<file path="src/assert_macros.svh">
// ----------------------------------------------------------------------------
// Assertion macros
// Concurrent assertion wrappers clocked on clk; they are compiled out when
// SYNTHESIS is defined.
// ----------------------------------------------------------------------------
`ifndef ASSERT_MACROS_SVH
`define ASSERT_MACROS_SVH

`ifndef SYNTHESIS
// Check a property on every clock edge outside reset
`define ABM_ASSERT(lbl, prop, msg) \
  lbl: assert property (@(posedge clk) disable iff (!rst_n) prop) else $error(msg);
// Check a property on every clock edge, reset included
`define ABM_ASSERT_ALWAYS(lbl, prop, msg) \
  lbl: assert property (@(posedge clk) prop) else $error(msg);
`else
`define ABM_ASSERT(lbl, prop, msg)
`define ABM_ASSERT_ALWAYS(lbl, prop, msg)
`endif

`endif

</file>
<file path="src/abm_pkg.sv">
// ----------------------------------------------------------------------------
// abm_pkg
// Shared types and constants of the branch and move-wide unit.
// ----------------------------------------------------------------------------
`default_nettype none

package abm_pkg;

  // Data path and register file geometry
  localparam int XLEN      = 64;
  localparam int REG_COUNT = 31;
  localparam int RF_DEPTH  = REG_COUNT + 1;
  localparam int RF_AW     = $clog2(RF_DEPTH);

  // Fixed register indexes
  localparam logic [RF_AW-1:0] LINK_REG = RF_AW'(30);
  localparam logic [RF_AW-1:0] SP_INDEX = RF_AW'(31);

  // Stream widths
  localparam int IN_TDATA_W  = 144;
  localparam int OUT_TDATA_W = 72;

  // Page mask for adrp and lane mask for move-wide
  localparam logic [XLEN-1:0] PAGE_MASK = 64'h0000_0000_0000_0fff;
  localparam logic [XLEN-1:0] LANE_MASK = 64'h0000_0000_0000_ffff;

  typedef enum logic [3:0] {
    ACT_NOP      = 4'd0,
    ACT_EXIT     = 4'd1,
    ACT_SVC      = 4'd2,
    ACT_BRK      = 4'd3,
    ACT_RET      = 4'd4,
    ACT_BRANCH   = 4'd5,
    ACT_BCOND    = 4'd6,
    ACT_CBZ      = 4'd7,
    ACT_TBZ      = 4'd8,
    ACT_ADR      = 4'd9,
    ACT_ADRP     = 4'd10,
    ACT_MOVWIDE  = 4'd11,
    ACT_SETFLAGS = 4'd12
  } action_t;

  typedef enum logic [1:0] {
    ST_CONTINUE = 2'd0,
    ST_END      = 2'd1,
    ST_TRAP     = 2'd2
  } status_t;

  typedef enum logic [1:0] {
    TRAP_NONE = 2'd0,
    TRAP_SVC  = 2'd1,
    TRAP_BRK  = 2'd2
  } trap_t;

  typedef enum logic [1:0] {
    MOV_N    = 2'd0,
    MOV_KEEP = 2'd1,
    MOV_Z    = 2'd2,
    MOV_K    = 2'd3
  } move_t;

  // Register file read request
  typedef struct packed {
    logic             en;
    logic [RF_AW-1:0] addr;
  } rf_rd_t;

  // Register file write request
  typedef struct packed {
    logic             en;
    logic [RF_AW-1:0] addr;
    logic [XLEN-1:0]  data;
  } rf_wr_t;

endpackage

`default_nettype wire

</file>
<file path="src/arm64_branch_and_move_unit.sv">
// ----------------------------------------------------------------------------
// arm64_branch_and_move_unit
// Executes pre-decoded AArch64 branch, adr/adrp and move-wide operations
// against a register file, stack pointer, program counter and NZCV flags.
// ----------------------------------------------------------------------------
// Usage:
//   The in_ stream carries one decoded operation per transaction; the out_
//   stream returns exactly one result per operation: status, trap kind and
//   the program counter after the operation, in order.
//   Each operation is registered into the execute stage along with its
//   register file read, then executed into the output register.
//   Throughput: one operation per cycle while out_tready is high. The register
//   file memory has one read and one write port; a write on the same edge as
//   the next read is bypassed, so dependent operations still issue back to back.
//   Reset clears pc, flags, all registers (via per-entry valid bits) and the
//   pipeline; the block is ready in the first cycle after reset.
//   When the receiver holds out_tready low, the result is held in the output
//   register, one more operation waits in the execute stage, and in_tready
//   drops only once both are full.
// ----------------------------------------------------------------------------
`default_nettype none

`include "assert_macros.svh"

module arm64_branch_and_move_unit (
  input  wire logic                              clk,
  input  wire logic                              rst_n,
  // action[3:0], reg_index[8:4], cond_code[12:9], width_64[13], sense[14],
  // bit_index[20:15], half_select[22:21], move_kind[24:23], imm16[40:25],
  // offset[72:41], target_value[136:73], zero fill[143:137]
  input  wire logic [abm_pkg::IN_TDATA_W-1:0]    in_tdata,
  input  wire logic                              in_tvalid,
  output logic                                   in_tready,
  // status[1:0], trap_kind[3:2], next_pc[67:4], zero fill[71:68]
  output logic [abm_pkg::OUT_TDATA_W-1:0]        out_tdata,
  output logic                                   out_tvalid,
  input  wire logic                              out_tready
);
  import abm_pkg::*;

  // Execute stage payload
  logic             s1_vld_r;
  action_t          s1_action_r;
  logic [RF_AW-1:0] s1_reg_r;
  logic [3:0]       s1_cond_r;
  logic             s1_wide_r;
  logic             s1_sense_r;
  logic [5:0]       s1_bit_r;
  logic [1:0]       s1_half_r;
  move_t            s1_kind_r;
  logic [15:0]      s1_imm_r;
  logic [31:0]      s1_off_r;
  logic [XLEN-1:0]  s1_target_r;

  // Architectural state outside the register file
  logic [XLEN-1:0]  pc_r, pc_nxt;
  logic [3:0]       flags_r, flags_nxt;

  // Output register
  logic             out_vld_r;
  status_t          out_status_r, status_nxt;
  trap_t            out_trap_r, trap_nxt;
  logic [XLEN-1:0]  out_pc_r;

  logic             in_acc;
  logic             adv;
  rf_rd_t           rf_rd;
  rf_wr_t           rf_wr;
  logic [XLEN-1:0]  rs_val;

  // Execute helpers
  logic [XLEN-1:0]  off_sx;
  logic [XLEN-1:0]  seq_pc;
  logic [XLEN-1:0]  tgt_pc;
  logic [XLEN-1:0]  lane;
  logic [XLEN-1:0]  lane_mask;
  logic [5:0]       lane_sh;
  logic             cond_ok;
  logic             cond_raw;
  logic             taken;
  logic [XLEN-1:0]  cbz_val;

  // Handshake: advance when the output register is free or draining
  assign adv       = s1_vld_r && (!out_vld_r || out_tready);
  assign in_tready = !s1_vld_r || adv;
  assign in_acc    = in_tvalid && in_tready;

  // Issue the register read with the transaction
  assign rf_rd.en   = in_acc;
  assign rf_rd.addr = in_tdata[8:4];

  abm_regfile u_regfile (
    .clk     (clk),
    .rst_n   (rst_n),
    .rd      (rf_rd),
    .wr      (rf_wr),
    .rd_data (rs_val)
  );

  // Execute stage valid
  always_ff @(posedge clk) begin
    if (!rst_n) begin
      s1_vld_r <= 1'b0;
    end else if (in_tready) begin
      s1_vld_r <= in_tvalid;
    end
  end

  // Capture operation fields
  always_ff @(posedge clk) begin
    if (in_acc) begin
      s1_action_r <= action_t'(in_tdata[3:0]);
      s1_reg_r    <= in_tdata[8:4];
      s1_cond_r   <= in_tdata[12:9];
      s1_wide_r   <= in_tdata[13];
      s1_sense_r  <= in_tdata[14];
      s1_bit_r    <= in_tdata[20:15];
      s1_half_r   <= in_tdata[22:21];
      s1_kind_r   <= move_t'(in_tdata[24:23]);
      s1_imm_r    <= in_tdata[40:25];
      s1_off_r    <= in_tdata[72:41];
      s1_target_r <= in_tdata[136:73];
    end
  end

  // Common address terms
  assign off_sx    = {{(XLEN-32){s1_off_r[31]}}, s1_off_r};
  assign seq_pc    = pc_r + XLEN'(4);
  assign tgt_pc    = pc_r + off_sx;
  assign lane_sh   = {s1_half_r, 4'b0000};
  assign lane      = XLEN'(s1_imm_r) << lane_sh;
  assign lane_mask = LANE_MASK << lane_sh;
  assign cbz_val   = s1_wide_r ? rs_val : {32'b0, rs_val[31:0]};

  // Evaluate condition code against NZCV
  always_comb begin
    case (s1_cond_r[3:1])
      3'd0:    cond_raw = flags_r[2];
      3'd1:    cond_raw = flags_r[1];
      3'd2:    cond_raw = flags_r[3];
      3'd3:    cond_raw = flags_r[0];
      3'd4:    cond_raw = flags_r[1] && !flags_r[2];
      3'd5:    cond_raw = (flags_r[3] == flags_r[0]);
      3'd6:    cond_raw = !flags_r[2] && (flags_r[3] == flags_r[0]);
      default: cond_raw = 1'b1;
    endcase
    if (s1_cond_r[3:1] == 3'd7) begin
      cond_ok = 1'b1;
    end else begin
      cond_ok = s1_cond_r[0] ? !cond_raw : cond_raw;
    end
  end

  // Execute: next pc, flags, status and register write
  always_comb begin
    pc_nxt     = seq_pc;
    flags_nxt  = flags_r;
    status_nxt = ST_CONTINUE;
    trap_nxt   = TRAP_NONE;
    taken      = 1'b0;
    rf_wr.en   = 1'b0;
    rf_wr.addr = s1_reg_r;
    rf_wr.data = tgt_pc;
    case (s1_action_r)
      ACT_EXIT: begin
        pc_nxt     = s1_target_r;
        status_nxt = ST_END;
      end
      ACT_SVC: begin
        status_nxt = ST_TRAP;
        trap_nxt   = TRAP_SVC;
      end
      ACT_BRK: begin
        status_nxt = ST_TRAP;
        trap_nxt   = TRAP_BRK;
      end
      ACT_RET: begin
        pc_nxt     = rs_val;
        status_nxt = ST_END;
      end
      ACT_BRANCH: begin
        rf_wr.en   = s1_sense_r;
        rf_wr.addr = LINK_REG;
        rf_wr.data = seq_pc;
        pc_nxt     = tgt_pc;
        status_nxt = ST_END;
      end
      ACT_BCOND, ACT_CBZ, ACT_TBZ: begin
        if (s1_action_r == ACT_BCOND) begin
          taken = cond_ok;
        end else if (s1_action_r == ACT_CBZ) begin
          taken = ((cbz_val == '0) == !s1_sense_r);
        end else begin
          taken = (rs_val[s1_bit_r] == s1_sense_r);
        end
        pc_nxt     = taken ? tgt_pc : seq_pc;
        status_nxt = (taken && (tgt_pc != seq_pc)) ? ST_END : ST_CONTINUE;
      end
      ACT_ADR: begin
        rf_wr.en = 1'b1;
      end
      ACT_ADRP: begin
        rf_wr.en   = 1'b1;
        rf_wr.data = (pc_r & ~PAGE_MASK) + (off_sx << 12);
      end
      ACT_MOVWIDE: begin
        rf_wr.en = 1'b1;
        case (s1_kind_r)
          MOV_N:   rf_wr.data = ~lane;
          MOV_Z:   rf_wr.data = lane;
          MOV_K:   rf_wr.data = (rs_val & ~lane_mask) | lane;
          default: rf_wr.data = rs_val;
        endcase
      end
      ACT_SETFLAGS: begin
        flags_nxt = s1_imm_r[3:0];
        pc_nxt    = pc_r;
      end
      default: begin
        pc_nxt = seq_pc;
      end
    endcase
    // Commit only when the stage advances
    rf_wr.en = rf_wr.en && adv;
  end

  // Architectural state update
  always_ff @(posedge clk) begin
    if (!rst_n) begin
      pc_r    <= '0;
      flags_r <= '0;
    end else if (adv) begin
      pc_r    <= pc_nxt;
      flags_r <= flags_nxt;
    end
  end

  // Output register valid
  always_ff @(posedge clk) begin
    if (!rst_n) begin
      out_vld_r <= 1'b0;
    end else if (adv) begin
      out_vld_r <= 1'b1;
    end else if (out_tready) begin
      out_vld_r <= 1'b0;
    end
  end

  // Output register payload
  always_ff @(posedge clk) begin
    if (adv) begin
      out_status_r <= status_nxt;
      out_trap_r   <= trap_nxt;
      out_pc_r     <= pc_nxt;
    end
  end

  assign out_tvalid = out_vld_r;
  assign out_tdata  = {4'b0, out_pc_r, out_trap_r, out_status_r};

  // Checks
  `ABM_ASSERT(a_acc_fills_s1, (in_tvalid && in_tready) |=> s1_vld_r, "accepted op lost before execute")
  `ABM_ASSERT(a_trap_match, out_vld_r |-> ((out_trap_r != TRAP_NONE) == (out_status_r == ST_TRAP)), "trap kind and status disagree")
  `ABM_ASSERT(a_out_pc_is_pc, adv |=> (out_pc_r == pc_r), "result pc differs from committed pc")
  `ABM_ASSERT(a_no_write_stalled, (s1_vld_r && !adv) |-> !rf_wr.en, "register write while execute stalled")

endmodule

`default_nettype wire

</file>
<file path="src/abm_regfile.sv">
// ----------------------------------------------------------------------------
// abm_regfile
// General registers and stack pointer in one synchronous memory with a
// registered read, per-entry valid bits for reset-to-zero, and write-to-read
// bypass for a write landing on the same edge as the read.
// ----------------------------------------------------------------------------
`default_nettype none

module abm_regfile (
  input  wire logic                       clk,
  input  wire logic                       rst_n,
  input  wire abm_pkg::rf_rd_t            rd,
  input  wire abm_pkg::rf_wr_t            wr,
  output logic [abm_pkg::XLEN-1:0]        rd_data
);
  import abm_pkg::*;

  logic [XLEN-1:0]     mem [RF_DEPTH];
  logic [XLEN-1:0]     q_r;
  logic [RF_DEPTH-1:0] vld_r;
  logic                hit_vld_r;
  logic                byp_r;
  logic [XLEN-1:0]     byp_data_r;

  // Memory write and registered read
  always_ff @(posedge clk) begin
    if (wr.en) begin
      mem[wr.addr] <= wr.data;
    end
    if (rd.en) begin
      q_r <= mem[rd.addr];
    end
  end

  // Valid bits: an entry never written reads as zero
  always_ff @(posedge clk) begin
    if (!rst_n) begin
      vld_r <= '0;
    end else if (wr.en) begin
      vld_r[wr.addr] <= 1'b1;
    end
  end

  // Capture valid flag and bypass with the read
  always_ff @(posedge clk) begin
    if (!rst_n) begin
      hit_vld_r <= 1'b0;
      byp_r     <= 1'b0;
    end else if (rd.en) begin
      hit_vld_r <= vld_r[rd.addr];
      byp_r     <= wr.en && (wr.addr == rd.addr);
    end
  end

  always_ff @(posedge clk) begin
    if (rd.en) begin
      byp_data_r <= wr.data;
    end
  end

  // Select bypass, stored value or reset value
  always_comb begin
    if (byp_r) begin
      rd_data = byp_data_r;
    end else if (hit_vld_r) begin
      rd_data = q_r;
    end else begin
      rd_data = '0;
    end
  end

endmodule

`default_nettype wire

</file>
<file path="config.mk">
export PLATFORM = sky130hd
export DESIGN_NAME = arm64_branch_and_move_unit
export DESIGN_NICKNAME = d
export VERILOG_FILES = /design/src/abm_pkg.sv /design/src/arm64_branch_and_move_unit.sv /design/src/abm_regfile.sv
export VERILOG_INCLUDE_DIRS = /design/src /design/src/src
export SDC_FILE = /design/constraint.sdc
export NUM_CORES = 2
export LEC_CHECK = 0
export ABC_AREA = 1
export BUFFER_PORTS_ARGS = -buffer_cell sky130_fd_sc_hd__buf_2
export CAP_MARGIN = 20
export CORE_AREA = 5 5 439 527
export DETAILED_ROUTE_END_ITERATION = 10
export DIE_AREA = 0 0 444 532
export GPL_TIMING_DRIVEN = 1
export PLACE_DENSITY = 0.63
export SKIP_CTS_REPAIR_TIMING = 1
export SKIP_LAST_GASP = 1
export SYNTH_ARGS = -nofsm -noshare
export SYNTH_HDL_FRONTEND = slang
export SYNTH_SLANG_ARGS = --single-unit
</file>
<file path="constraint.sdc">
create_clock -name clk -period 13.4 [get_ports clk]
set_clock_uncertainty 0.1 [all_clocks]
set_input_delay 2.01 -clock clk [delete_from_list [all_inputs] [get_ports clk]]
set_output_delay 2.01 -clock clk [all_outputs]
set_load 0.03 [all_outputs]
</file>
==> impl_metrics.py <==
metrics = {
    "status": {
        "status": "finished, final reports clean",
    },
    "finish": {
        "nNetsFinal": 11000,
        "drive_gt1_frac": 0.0831,
        "design_area_um2": 125000,
        "fillers": 18900,
        "syn_to_final_growth_pct": 11.4,
        "register_area_um2": 73600,
        "multi_input_area_um2": 34400,
    },
    "synthesis": {
        "ys.warnings.count": 0,
        "synth_top_area_cell": "edfxtp_1",
        "syn_inst": 10700,
        "synth-async-reset-ratio": 0,
        "synth_top_cell_area_share": 0.638,
        "ys_ff_latch": 2485,
        "netlist_area_um2": 112000,
        "synth.distinct_cells": 52,
        "synth_edf_count": 2381,
        "ys_seq_area_frac": 0.657,
        "avgSynthCellArea_um2": 10.5,
        "synthFlopType": "edfxtp_1",
        "synth_common_cells": "2381 x edfxtp_1, 1796 x nor2_1, 1550 x o21ai_0, 1468 x nand2_1, 592 x inv_1",
        "yosys-top-cells-area": "edfxtp_1 64%, o21ai_0 6.9%, nor2_1 6.0%",
        "yosysMostFrequentCell": "edfxtp_1",
    },
    "hold_path": {
        "hp-class": "reg2reg",
        "hold_path_depth": 2,
    },
    "grt": {
        "grt_max_degree": 208,
        "overflow": 0,
        "grt_util_all_layers": 0.369,
        "grt_pass1_wl_um": 622000,
        "antenna_found_initial": 28,
        "grt_pass1_vias": 83500,
    },
    "sta": {
        "fin_crit_sh": 0.544,
        "min_period_ps": 7290,
        "max_slew_margin": 0.179,
        "rsz0062_at_grt": "false",
        "fmaxAchievable_mhz": 137,
        "worstMarginPinSlew_ps": 1220,
        "finalSetupViolations": 0,
        "final_hold_viol_count": 0,
        "drv_slew": 0,
        "fin_tns_setup_ps": 0,
        "worst_hold_slack_ps": 372,
        "layout_setup_ws_ps": 6110,
    },
    "pwr": {
        "power_density_nw_per_um2": 145,
        "max-vdd-ir-drop_uv": 153,
        "leakage_uw": 0.0437,
    },
    "floorplanning": {
        "coreArea_um2": 225000,
        "die_y_um": 532,
        "die_w_um": 444,
        "io_pins": 222,
        "start_util": 0.497,
        "dieArea_um2": 236000,
        "num_rows": 191,
    },
    "worst_setup_path": {
        "start_kind": "flop",
        "reg2reg_depth": 23,
        "path_cells": "buf_4 > inv_2 > buf_4 > nand3_1 > nand2_1 > inv_1 > nand4_1 > nor2_1 > nand3_1 > nor2_1 > nand2_1 > nand2_1 > nand2_1 > nand2_1 > nand3_2 > buf_4 > nand2_2 > buf_4 > nand2_1 > nand3_1 > nand2_1 > nand2_1 > inv_1",
        "path_max_fanout": 54,
        "cp-end-kind": "flop",
        "cp_slowest_cell": "buf_4",
        "crit_top_cell": "nand2_1",
        "slowest_delay_ps": 720,
        "crit_type": "reg2reg",
        "arrival_ps": 7800,
        "crit_required_ps": 13910,
    },
    "routing": {
        "drcViolationCount": 0,
        "ant_nets": 0,
        "drt_pre_antenna_iters": 6,
        "drt-total-wl_um": 452000,
        "dr_total_vias": 88500,
        "routed_via_density": 6.36,
        "drt_iter0_drc": 11300,
        "wl_per_cell_um": 32.5,
    },
    "clock_tree": {
        "cts_buffers": 238,
        "clk_latency_ps": 910,
        "tritoncts": "built",
        "cts_num_sinks": 2485,
        "clk_pin_slew_ps": 70,
        "cts_root_buf": "clkbuf_16",
        "h-tree-depth": 4,
        "clock_path_buffers": 4,
    },
    "placement": {
        "routabilityCongestion": 1.03,
        "port_buffers": 210,
        "dp_worst_setup_slack_ps": 6310,
        "hpwl_um": 296000,
        "dpl_cell_area_um2": 117000,
    },
    "job": {
        "drv_cap": 0,
    },
}
state kept, by name, indices dropped and copies added, names as in the netlist, 16 cells and up:
name and count:
pc_r 64, u_regfile.vld_r 32, s1_target_r 64, u_regfile.byp_data_r 64
u_regfile.q_r 64, s1_off_r 32, u_regfile.mem 2048, out_pc_r 64
s1_imm_r 16
critical path, delay by kind of cell, from the launching register on:
kind	cells	cell delay (ps)
AND/OR/NAND/NOR	16	3600
buffers and inverters	7	2850
flip-flops	1	320
report_power, final:
part	internal (µW)	total (µW)	switching, µW	leakage (µW)
clock network	3720	6640	2920	0.00368
logic	539	2380	1840	0.0174
registers	8970	9090	124	0.0226
total	13200	18100	4890	0.0437
kinds of logic (layout without fill, tap and decap cells):
kind of cell	after synthesis	in the layout	synth area share
DFF	2485	2485	0.657
other	1	16	0.0000335
xor gates and xnor gates	80	80	0.00625
AOI/OAI and AO/OA	2816	2816	0.142
adders and majority gates	97	97	0.0110
buffers and inverters	1232	1486	0.0425
and+or+nand+nor	3943	3943	0.142
layout make-up:
cell class                      count  area share
Antenna cell                       12    0.000241
Clock buffer                      301      0.0499
Clock inverter                    135      0.0110
Inverter                          605      0.0185
Multi-Input combinational cell   6940       0.275
Sequential cell                  2485       0.590
Tap cell                         2991      0.0300
Timing Repair Buffer              445      0.0253
stage by stage:
stage               instances   util  total power, µW
detailed placement      13500  0.519            11500
floorplan               10700      -            10500
finish                  13900  0.554            18100
global placement        13500  0.519            11500
global route            13900  0.554            18700
CTS                     13900  0.553            18100
final timing paths:
| check | slack [ps] | from | end |
|---|---|---|---|
| hold / removal | 370 | u_regfile.vld_r[9] | u_regfile.vld_r[9] |
| setup reg to reg | 6110 | u_regfile.byp_r | out_pc_r[36] |
| hold reg to reg | 370 | u_regfile.vld_r[9] | u_regfile.vld_r[9] |
| setup / recovery | 6110 | u_regfile.byp_r | out_pc_r[36] |
placed cells by master, fill, tap and decap left out, types with 23 or more instances in the layout:
cell / synthesis / layout
inv_1: 592 / 583
o221ai_1: 113 / 102
o21ai_0: 1550 / 1545
buf_2: 24 / 205
a21oi_1: 353 / 352
dfxtp_1: 104 / 102
clkbuf_16: 0 / 239
nand3_1: 487 / 487
buf_4: 9 / 212
clkinv_2: 0 / 37
xor2_1: 74 / 74
nand3b_1: 23 / 23
clkbuf_1: 552 / 60
ha_1: 95 / 95
edfxtp_1: 2381 / 2381
clkinv_1: 7 / 52
a31oi_1: 31 / 31
nor2_4: 0 / 35
o211ai_1: 56 / 56
nand2_1: 1468 / 1466
nand4_1: 75 / 75
o2111ai_2: 0 / 30
nor3_1: 45 / 43
o22ai_1: 533 / 533
nor2_1: 1796 / 1759
metal layers:
metal	vias to the layer above	routed length, µm	global-route usage
met5	-	38	0
li1	38400	-	-
met1	43800	166000	0.468
met4	6	33800	0.231
met3	1010	39600	0.0556
met2	5277	213000	0.597
Power figures use the tool's default switching activity.
